`config.mk`:
```
export PLATFORM = sky130hd
export DESIGN_NAME = transmit_burst_detector_core
export DESIGN_NICKNAME = d
export VERILOG_FILES = /design/src/sv/tbd_pkg.sv /design/src/sv/tbd_sample_eval.sv /design/src/sv/tbd_burst_tracker.sv /design/src/sv/transmit_burst_detector_core.sv
export SDC_FILE = /design/constraint.sdc
export NUM_CORES = 1
export LEC_CHECK = 0
export BUFFER_PORTS_ARGS = -buffer_cell sky130_fd_sc_hd__buf_2
export CORE_UTILIZATION = 28
export DETAILED_ROUTE_END_ITERATION = 10
export PLACE_DENSITY_LB_ADDON = 0.05
export SLEW_MARGIN = 10
export SYNTH_ARGS = -nofsm -noshare
export SYNTH_HDL_FRONTEND = slang
export SYNTH_SLANG_ARGS = --single-unit
```
`constraint.sdc`:
```
create_clock -name aclk -period 26.7 [get_ports aclk]
set_input_delay 5.34 -clock aclk [delete_from_list [all_inputs] [get_ports aclk]]
set_output_delay 5.34 -clock aclk [all_outputs]
set_load 0.03 [all_outputs]
```
`src/sv/tbd_pkg.sv`:
```
// shared types and constants for the transmit burst detector
package tbd_pkg;

    localparam int TIME_W  = 32;
    localparam int CUR_W   = 18;
    localparam int MAG_W   = 17;
    localparam int VOLT_W  = 16;
    localparam int POWER_W = 33;
    localparam int CFG_IDX_W  = 8;
    localparam int CFG_DATA_W = 32;

    localparam logic [CFG_IDX_W-1:0] CFG_THRESHOLD_IDX    = CFG_IDX_W'(0);
    localparam logic [CFG_IDX_W-1:0] CFG_CHARGER_HIGH_IDX = CFG_IDX_W'(1);

    localparam logic [MAG_W-1:0] THRESHOLD_RESET    = MAG_W'(1000);
    localparam logic [MAG_W-1:0] CHARGER_HIGH_RESET = MAG_W'(5000);

    typedef struct packed {
        logic               above;
        logic [MAG_W-1:0]   eff_ma;
        logic [POWER_W-1:0] power_uw;
    } sample_eval_t;

endpackage

```
`src/sv/tbd_sample_eval.sv`:
```
// per-sample burst condition, effective current and power
module tbd_sample_eval
    import tbd_pkg::*;
(
    input  logic [MAG_W-1:0]         threshold_ma,
    input  logic [MAG_W-1:0]         charger_high_ma,
    input  logic signed [CUR_W-1:0]  battery_ma,
    input  logic [VOLT_W-1:0]        battery_mv,
    input  logic signed [CUR_W-1:0]  charger_ma,
    input  logic [VOLT_W-1:0]        charger_mv,
    output sample_eval_t             eval
);

    logic [MAG_W-1:0]   discharge;
    logic [CUR_W-1:0]   chg_neg;
    logic [MAG_W-1:0]   chg_dis;
    logic               chg_is_dis;
    logic               chg_high;
    logic [MAG_W-1:0]   chg_hi_cur;
    logic [MAG_W-1:0]   eff_a;
    logic [MAG_W-1:0]   eff;
    logic [VOLT_W-1:0]  volts;

    always_comb begin
        discharge  = (!battery_ma[CUR_W-1]) ? battery_ma[MAG_W-1:0] : '0;
        chg_is_dis = charger_ma[CUR_W-1];
        chg_neg    = CUR_W'(-charger_ma);
        // most negative input does not fit, clamp to full scale
        if (!chg_is_dis) begin
            chg_dis = '0;
        end else if (chg_neg[CUR_W-1]) begin
            chg_dis = '1;
        end else begin
            chg_dis = chg_neg[MAG_W-1:0];
        end
        chg_high   = !charger_ma[CUR_W-1] && (charger_ma[MAG_W-1:0] > charger_high_ma);
        chg_hi_cur = chg_high ? charger_ma[MAG_W-1:0] : '0;

        eff_a = (chg_dis > discharge) ? chg_dis : discharge;
        eff   = (chg_hi_cur > eff_a) ? chg_hi_cur : eff_a;
        volts = chg_is_dis ? charger_mv : battery_mv;

        eval.above    = (discharge > threshold_ma) || chg_high || (chg_dis > threshold_ma);
        eval.eff_ma   = eff;
        eval.power_uw = POWER_W'(eff) * POWER_W'(volts);
    end

endmodule

```
`src/sv/tbd_burst_tracker.sv`:
```
// burst state, peak tracking and event output register
module tbd_burst_tracker
    import tbd_pkg::*;
(
    input  logic                 aclk,
    input  logic                 aresetn,
    input  logic                 step,
    input  logic [TIME_W-1:0]    time_s,
    input  sample_eval_t         eval,
    output logic                 out_free,
    output logic                 m_valid,
    input  logic                 m_ready,
    output logic [TIME_W-1:0]    m_burst_start_s,
    output logic [TIME_W-1:0]    m_burst_end_s,
    output logic [TIME_W-1:0]    m_burst_length_s,
    output logic [MAG_W-1:0]     m_peak_ma,
    output logic [POWER_W-1:0]   m_peak_uw
);

    logic                active_reg;
    logic [TIME_W-1:0]   start_reg;
    logic [MAG_W-1:0]    peak_ma_reg;
    logic [POWER_W-1:0]  peak_uw_reg;
    logic                m_valid_reg;
    logic [TIME_W-1:0]   start_out_reg;
    logic [TIME_W-1:0]   end_out_reg;
    logic [TIME_W-1:0]   length_out_reg;
    logic [MAG_W-1:0]    peak_ma_out_reg;
    logic [POWER_W-1:0]  peak_uw_out_reg;

    assign out_free = !m_valid_reg || m_ready;

    always_ff @(posedge aclk) begin
        if (!aresetn) begin
            active_reg  <= 1'b0;
            start_reg   <= '0;
            peak_ma_reg <= '0;
            peak_uw_reg <= '0;
            m_valid_reg <= 1'b0;
        end else begin
            if (m_ready) begin
                m_valid_reg <= 1'b0;
            end
            if (step) begin
                if (eval.above) begin
                    if (!active_reg) begin
                        active_reg  <= 1'b1;
                        start_reg   <= time_s;
                        peak_ma_reg <= eval.eff_ma;
                        peak_uw_reg <= eval.power_uw;
                    end else if (eval.eff_ma > peak_ma_reg) begin
                        peak_ma_reg <= eval.eff_ma;
                        peak_uw_reg <= eval.power_uw;
                    end
                end else if (active_reg) begin
                    // burst ends, emit one word
                    active_reg      <= 1'b0;
                    m_valid_reg     <= 1'b1;
                    start_out_reg   <= start_reg;
                    end_out_reg     <= time_s;
                    length_out_reg  <= time_s - start_reg;
                    peak_ma_out_reg <= peak_ma_reg;
                    peak_uw_out_reg <= peak_uw_reg;
                end
            end
        end
    end

    assign m_valid          = m_valid_reg;
    assign m_burst_start_s  = start_out_reg;
    assign m_burst_end_s    = end_out_reg;
    assign m_burst_length_s = length_out_reg;
    assign m_peak_ma        = peak_ma_out_reg;
    assign m_peak_uw        = peak_uw_out_reg;

endmodule

```
`src/sv/transmit_burst_detector_core.sv`:
```
// top level of the transmit burst detector
// Takes one power sample per cycle while the input does not stall, and emits one event
// word when a burst ends. A sample is held in an input register and evaluated (compare,
// 17x16 multiply, peak update), and the event for the sample that ends a burst goes into
// the result register. While an event waits in the result register the input register
// can still take one sample, then the input stalls until the event is taken, so the
// sustained rate is one sample per cycle as long as results are taken. The user must
// write thresholds through the cfg port while the block is idle; this is not enforced.
module transmit_burst_detector_core
    import tbd_pkg::*;
(
    input  logic                     aclk,
    input  logic                     aresetn,
    input  logic                     cfg_valid,
    output logic                     cfg_ready,
    input  logic [CFG_IDX_W-1:0]     cfg_index,
    input  logic [CFG_DATA_W-1:0]    cfg_wdata,
    input  logic                     s_valid,
    output logic                     s_ready,
    input  logic [TIME_W-1:0]        s_time_s,
    input  logic signed [CUR_W-1:0]  s_battery_ma,
    input  logic [VOLT_W-1:0]        s_battery_mv,
    input  logic signed [CUR_W-1:0]  s_charger_ma,
    input  logic [VOLT_W-1:0]        s_charger_mv,
    output logic                     m_valid,
    input  logic                     m_ready,
    output logic [TIME_W-1:0]        m_burst_start_s,
    output logic [TIME_W-1:0]        m_burst_end_s,
    output logic [TIME_W-1:0]        m_burst_length_s,
    output logic [MAG_W-1:0]         m_peak_ma,
    output logic [POWER_W-1:0]       m_peak_uw
);

    logic [MAG_W-1:0]          threshold_reg;
    logic [MAG_W-1:0]          charger_high_reg;
    logic                      in_valid_reg;
    logic [TIME_W-1:0]         time_reg;
    logic signed [CUR_W-1:0]   battery_ma_reg;
    logic [VOLT_W-1:0]         battery_mv_reg;
    logic signed [CUR_W-1:0]   charger_ma_reg;
    logic [VOLT_W-1:0]         charger_mv_reg;
    logic                      out_free;
    logic                      step;
    sample_eval_t              eval;

    assign cfg_ready = 1'b1;
    assign step      = in_valid_reg && out_free;
    assign s_ready   = !in_valid_reg || out_free;

    always_ff @(posedge aclk) begin
        if (!aresetn) begin
            threshold_reg    <= THRESHOLD_RESET;
            charger_high_reg <= CHARGER_HIGH_RESET;
        end else if (cfg_valid) begin
            case (cfg_index)
                CFG_THRESHOLD_IDX:    threshold_reg    <= cfg_wdata[MAG_W-1:0];
                CFG_CHARGER_HIGH_IDX: charger_high_reg <= cfg_wdata[MAG_W-1:0];
                default: ;
            endcase
        end
    end

    always_ff @(posedge aclk) begin
        if (!aresetn) begin
            in_valid_reg <= 1'b0;
        end else if (s_ready) begin
            in_valid_reg <= s_valid;
        end
        if (s_valid && s_ready) begin
            time_reg       <= s_time_s;
            battery_ma_reg <= s_battery_ma;
            battery_mv_reg <= s_battery_mv;
            charger_ma_reg <= s_charger_ma;
            charger_mv_reg <= s_charger_mv;
        end
    end

    tbd_sample_eval u_eval (
        .threshold_ma    (threshold_reg),
        .charger_high_ma (charger_high_reg),
        .battery_ma      (battery_ma_reg),
        .battery_mv      (battery_mv_reg),
        .charger_ma      (charger_ma_reg),
        .charger_mv      (charger_mv_reg),
        .eval            (eval)
    );

    tbd_burst_tracker u_tracker (
        .aclk             (aclk),
        .aresetn          (aresetn),
        .step             (step),
        .time_s           (time_reg),
        .eval             (eval),
        .out_free         (out_free),
        .m_valid          (m_valid),
        .m_ready          (m_ready),
        .m_burst_start_s  (m_burst_start_s),
        .m_burst_end_s    (m_burst_end_s),
        .m_burst_length_s (m_burst_length_s),
        .m_peak_ma        (m_peak_ma),
        .m_peak_uw        (m_peak_uw)
    );

endmodule
```
==> out/metrics.csv <==
metric;value;unit
powerDensity;112;mW/mm^2
root_buffer;clkbuf_16;
multi_input_area;0.0148;sq mm
path_clk_slew;0.06;ns
fin_nets;3370;
num_rows;111;
fin_crit_sh;54.8;%
fillCellCount;9589;
synth_fp_nets;3091;
cts_hold_buf;0;
combPwrFrac;62.6;%
max_stage_delay;0.86;ns
slowest_stage;or3_1;
final_antenna_net_count;0;
drt_iter0_drc;971;
fin_area;0.0306;sq mm
via_per_inst;4.64;
hold_violations;0;
cts_setup_buffers;0;
grt_max_degree;136;
synth.distinct_cells;80;
synthArstFlopShare;0;%
grt_pass1_vias;20000;
core;0.0922;sq mm
insertion_delay;0.64;ns
path_max_fanout;33;
hold_path.class;reg -> reg;
p_int;1850;uW
placed_area;0.0291;sq mm
setup_viol;0;
p_leak;0.0132;uW
p_clk_share;18.1;%
ys_ff_latch;365;
routed_wl;78700;microns
arrival;15.17;ns
rsz0062_at_grt;false;
relSlewSlack;18.4;%
start_util;28.4;%
grt_pass1_wl;122000;microns
synthFlopType;edfxtp_1;
crit_type;reg -> reg;
yosysWarnings;0;
drc;0;
syn-cell-area;0.0262;sq mm
seqPwrFrac;19.3;%
critPathMostFrequentCell;fa_1;
switching_power;1560;uW
worst_clock_skew;0.0285;ns
ys_seq_area_share;37.2;%
vias;18800;
n_antenna_cell;0;
antenna_found_initial;0;
ios;294;
cts.path.max_buffers;3;
cts_htree_levels;2;
layout_common_cells;353 x inv_1, 277 x buf_2, 272 x nor2_1;
max-cap-violations;0;
power;3410;uW
clock-sinks;365;
drive_gt1_share;15.5;%
dp_hpwl;60700;microns
avgSynthCellArea;10.5;sq um
worst_pin_slew;1.22;ns
period_minus_slack;14.63;ns
cts_resized;0;
worstSetupEndpointType;flop;
numPortBuffers;277;
dieHeight;308;microns
timing.fmax;68.4;MHz
start_kind;flop;
track_usage;16.9;%
maxSlewViolCount;0;
setup-tns-final;0;ns
outcome;completed;
fp.dieW;308;microns
peakVddDrop;117;uV
overflow;0;
drt-pass1-iter-count;5;
netlist_instances;2502;
seq_area;0.00977;sq mm
syn_to_final_growth;16.6;%
cts_buffers;46;
cts_tree;built;
crit_required;27.24;ns
dieArea;0.0949;sq mm
synth_edf_count;246;
place_congestion;0.847;
p_sw_share;45.7;%
wl_per_cell;19.4;microns
layout_commonest_cell;inv_1;
[worst max-delay path, delay by kind of cell (launching register included)]
kind	cells	cell delay (ns)
AOI/OAI and AO/OA	18	5.22
and+or+nand+nor	10	3.90
adders and majority gates	9	3.89
buffers and inverters	5	0.66
DFF	1	0.50
muxes	1	0.24
xor gates and xnor gates	1	0.10
[logic make-up after synthesis]
family	synth area share, %
simple gates	13.3
other cells	0.0143
buf+inv	6.59
mux	4.94
compound gates	8.71
fa+ha+maj	27.2
flops	37.2
xor+xnor	2.04
[final cells by class]
cell class	count	share of cell area, %
clock buffers	65	4.26
multi-input cells	1699	48.3
clock inverters	20	0.659
flip-flops and latches	365	31.9
repair buffers	306	5.29
inverters	363	4.47
well taps	1243	5.09
[power by group through the flow]
| stage | combinational, uW | sequential [uW] | clock (uW) |
|---|---|---|---|
| 2_1_floorplan | 1580 | 664 | 0 |
| 3_3_place_gp | 2160 | 672 | 0 |
| 3_5_place_dp | 2150 | 672 | 0 |
| 4_1_cts | 2180 | 660 | 646 |
| 5_1_grt | 2470 | 663 | 665 |
| 6_report | 2140 | 660 | 617 |
[per-stage QoR]
stage                     worst slack [ns]  util, %  std cells  hold slack, ns
after floorplan                       6.13        -       2502           0.408
after global placement               12.29     31.5       3976           0.418
after detailed placement             12.25     31.5       3976           0.420
after CTS                            12.15     33.2       4061           0.410
after global routing                 11.12     33.2       4061           0.416
final                                12.07     33.2       4061           0.407
[final timing paths]
check | startpoint | endpoint | slack, ns | cells after the start
max | charger_ma_reg[3] | u_tracker.peak_uw_reg[32] | 12.07 | 44
min | u_tracker.peak_uw_reg[0] | u_tracker.m_peak_uw[0] | 0.41 | 0
max reg2reg | charger_ma_reg[3] | u_tracker.peak_uw_reg[32] | 12.07 | 44
min reg2reg | u_tracker.peak_uw_reg[0] | u_tracker.m_peak_uw[0] | 0.41 | 0
[synth_stat cells, drive strengths merged, types with 50 or more instances]
master	count	share of area, %
fa	209	16
edfxtp	246	28
nor2	274	3.9
a21oi	85	1.6
mux2i	111	4.2
ha	235	11
nand2	197	2.8
o21ai	50	1.0
nand2b	57	1.4
dfxtp	119	9.1
inv	362	5.2
[per-layer routing]
layer	routed length [microns]	part of all wire, %	GRT usage, %	vias to the layer above
met4	1770	2.3	4.29	0
met1	37900	48	23.5	9265
met5	0	0	0	-
met2	35000	45	26.9	455
met3	4000	5.1	3.27	104
li1	-	-	-	9016
No activity file was read; power rests on OpenSTA's default activity.
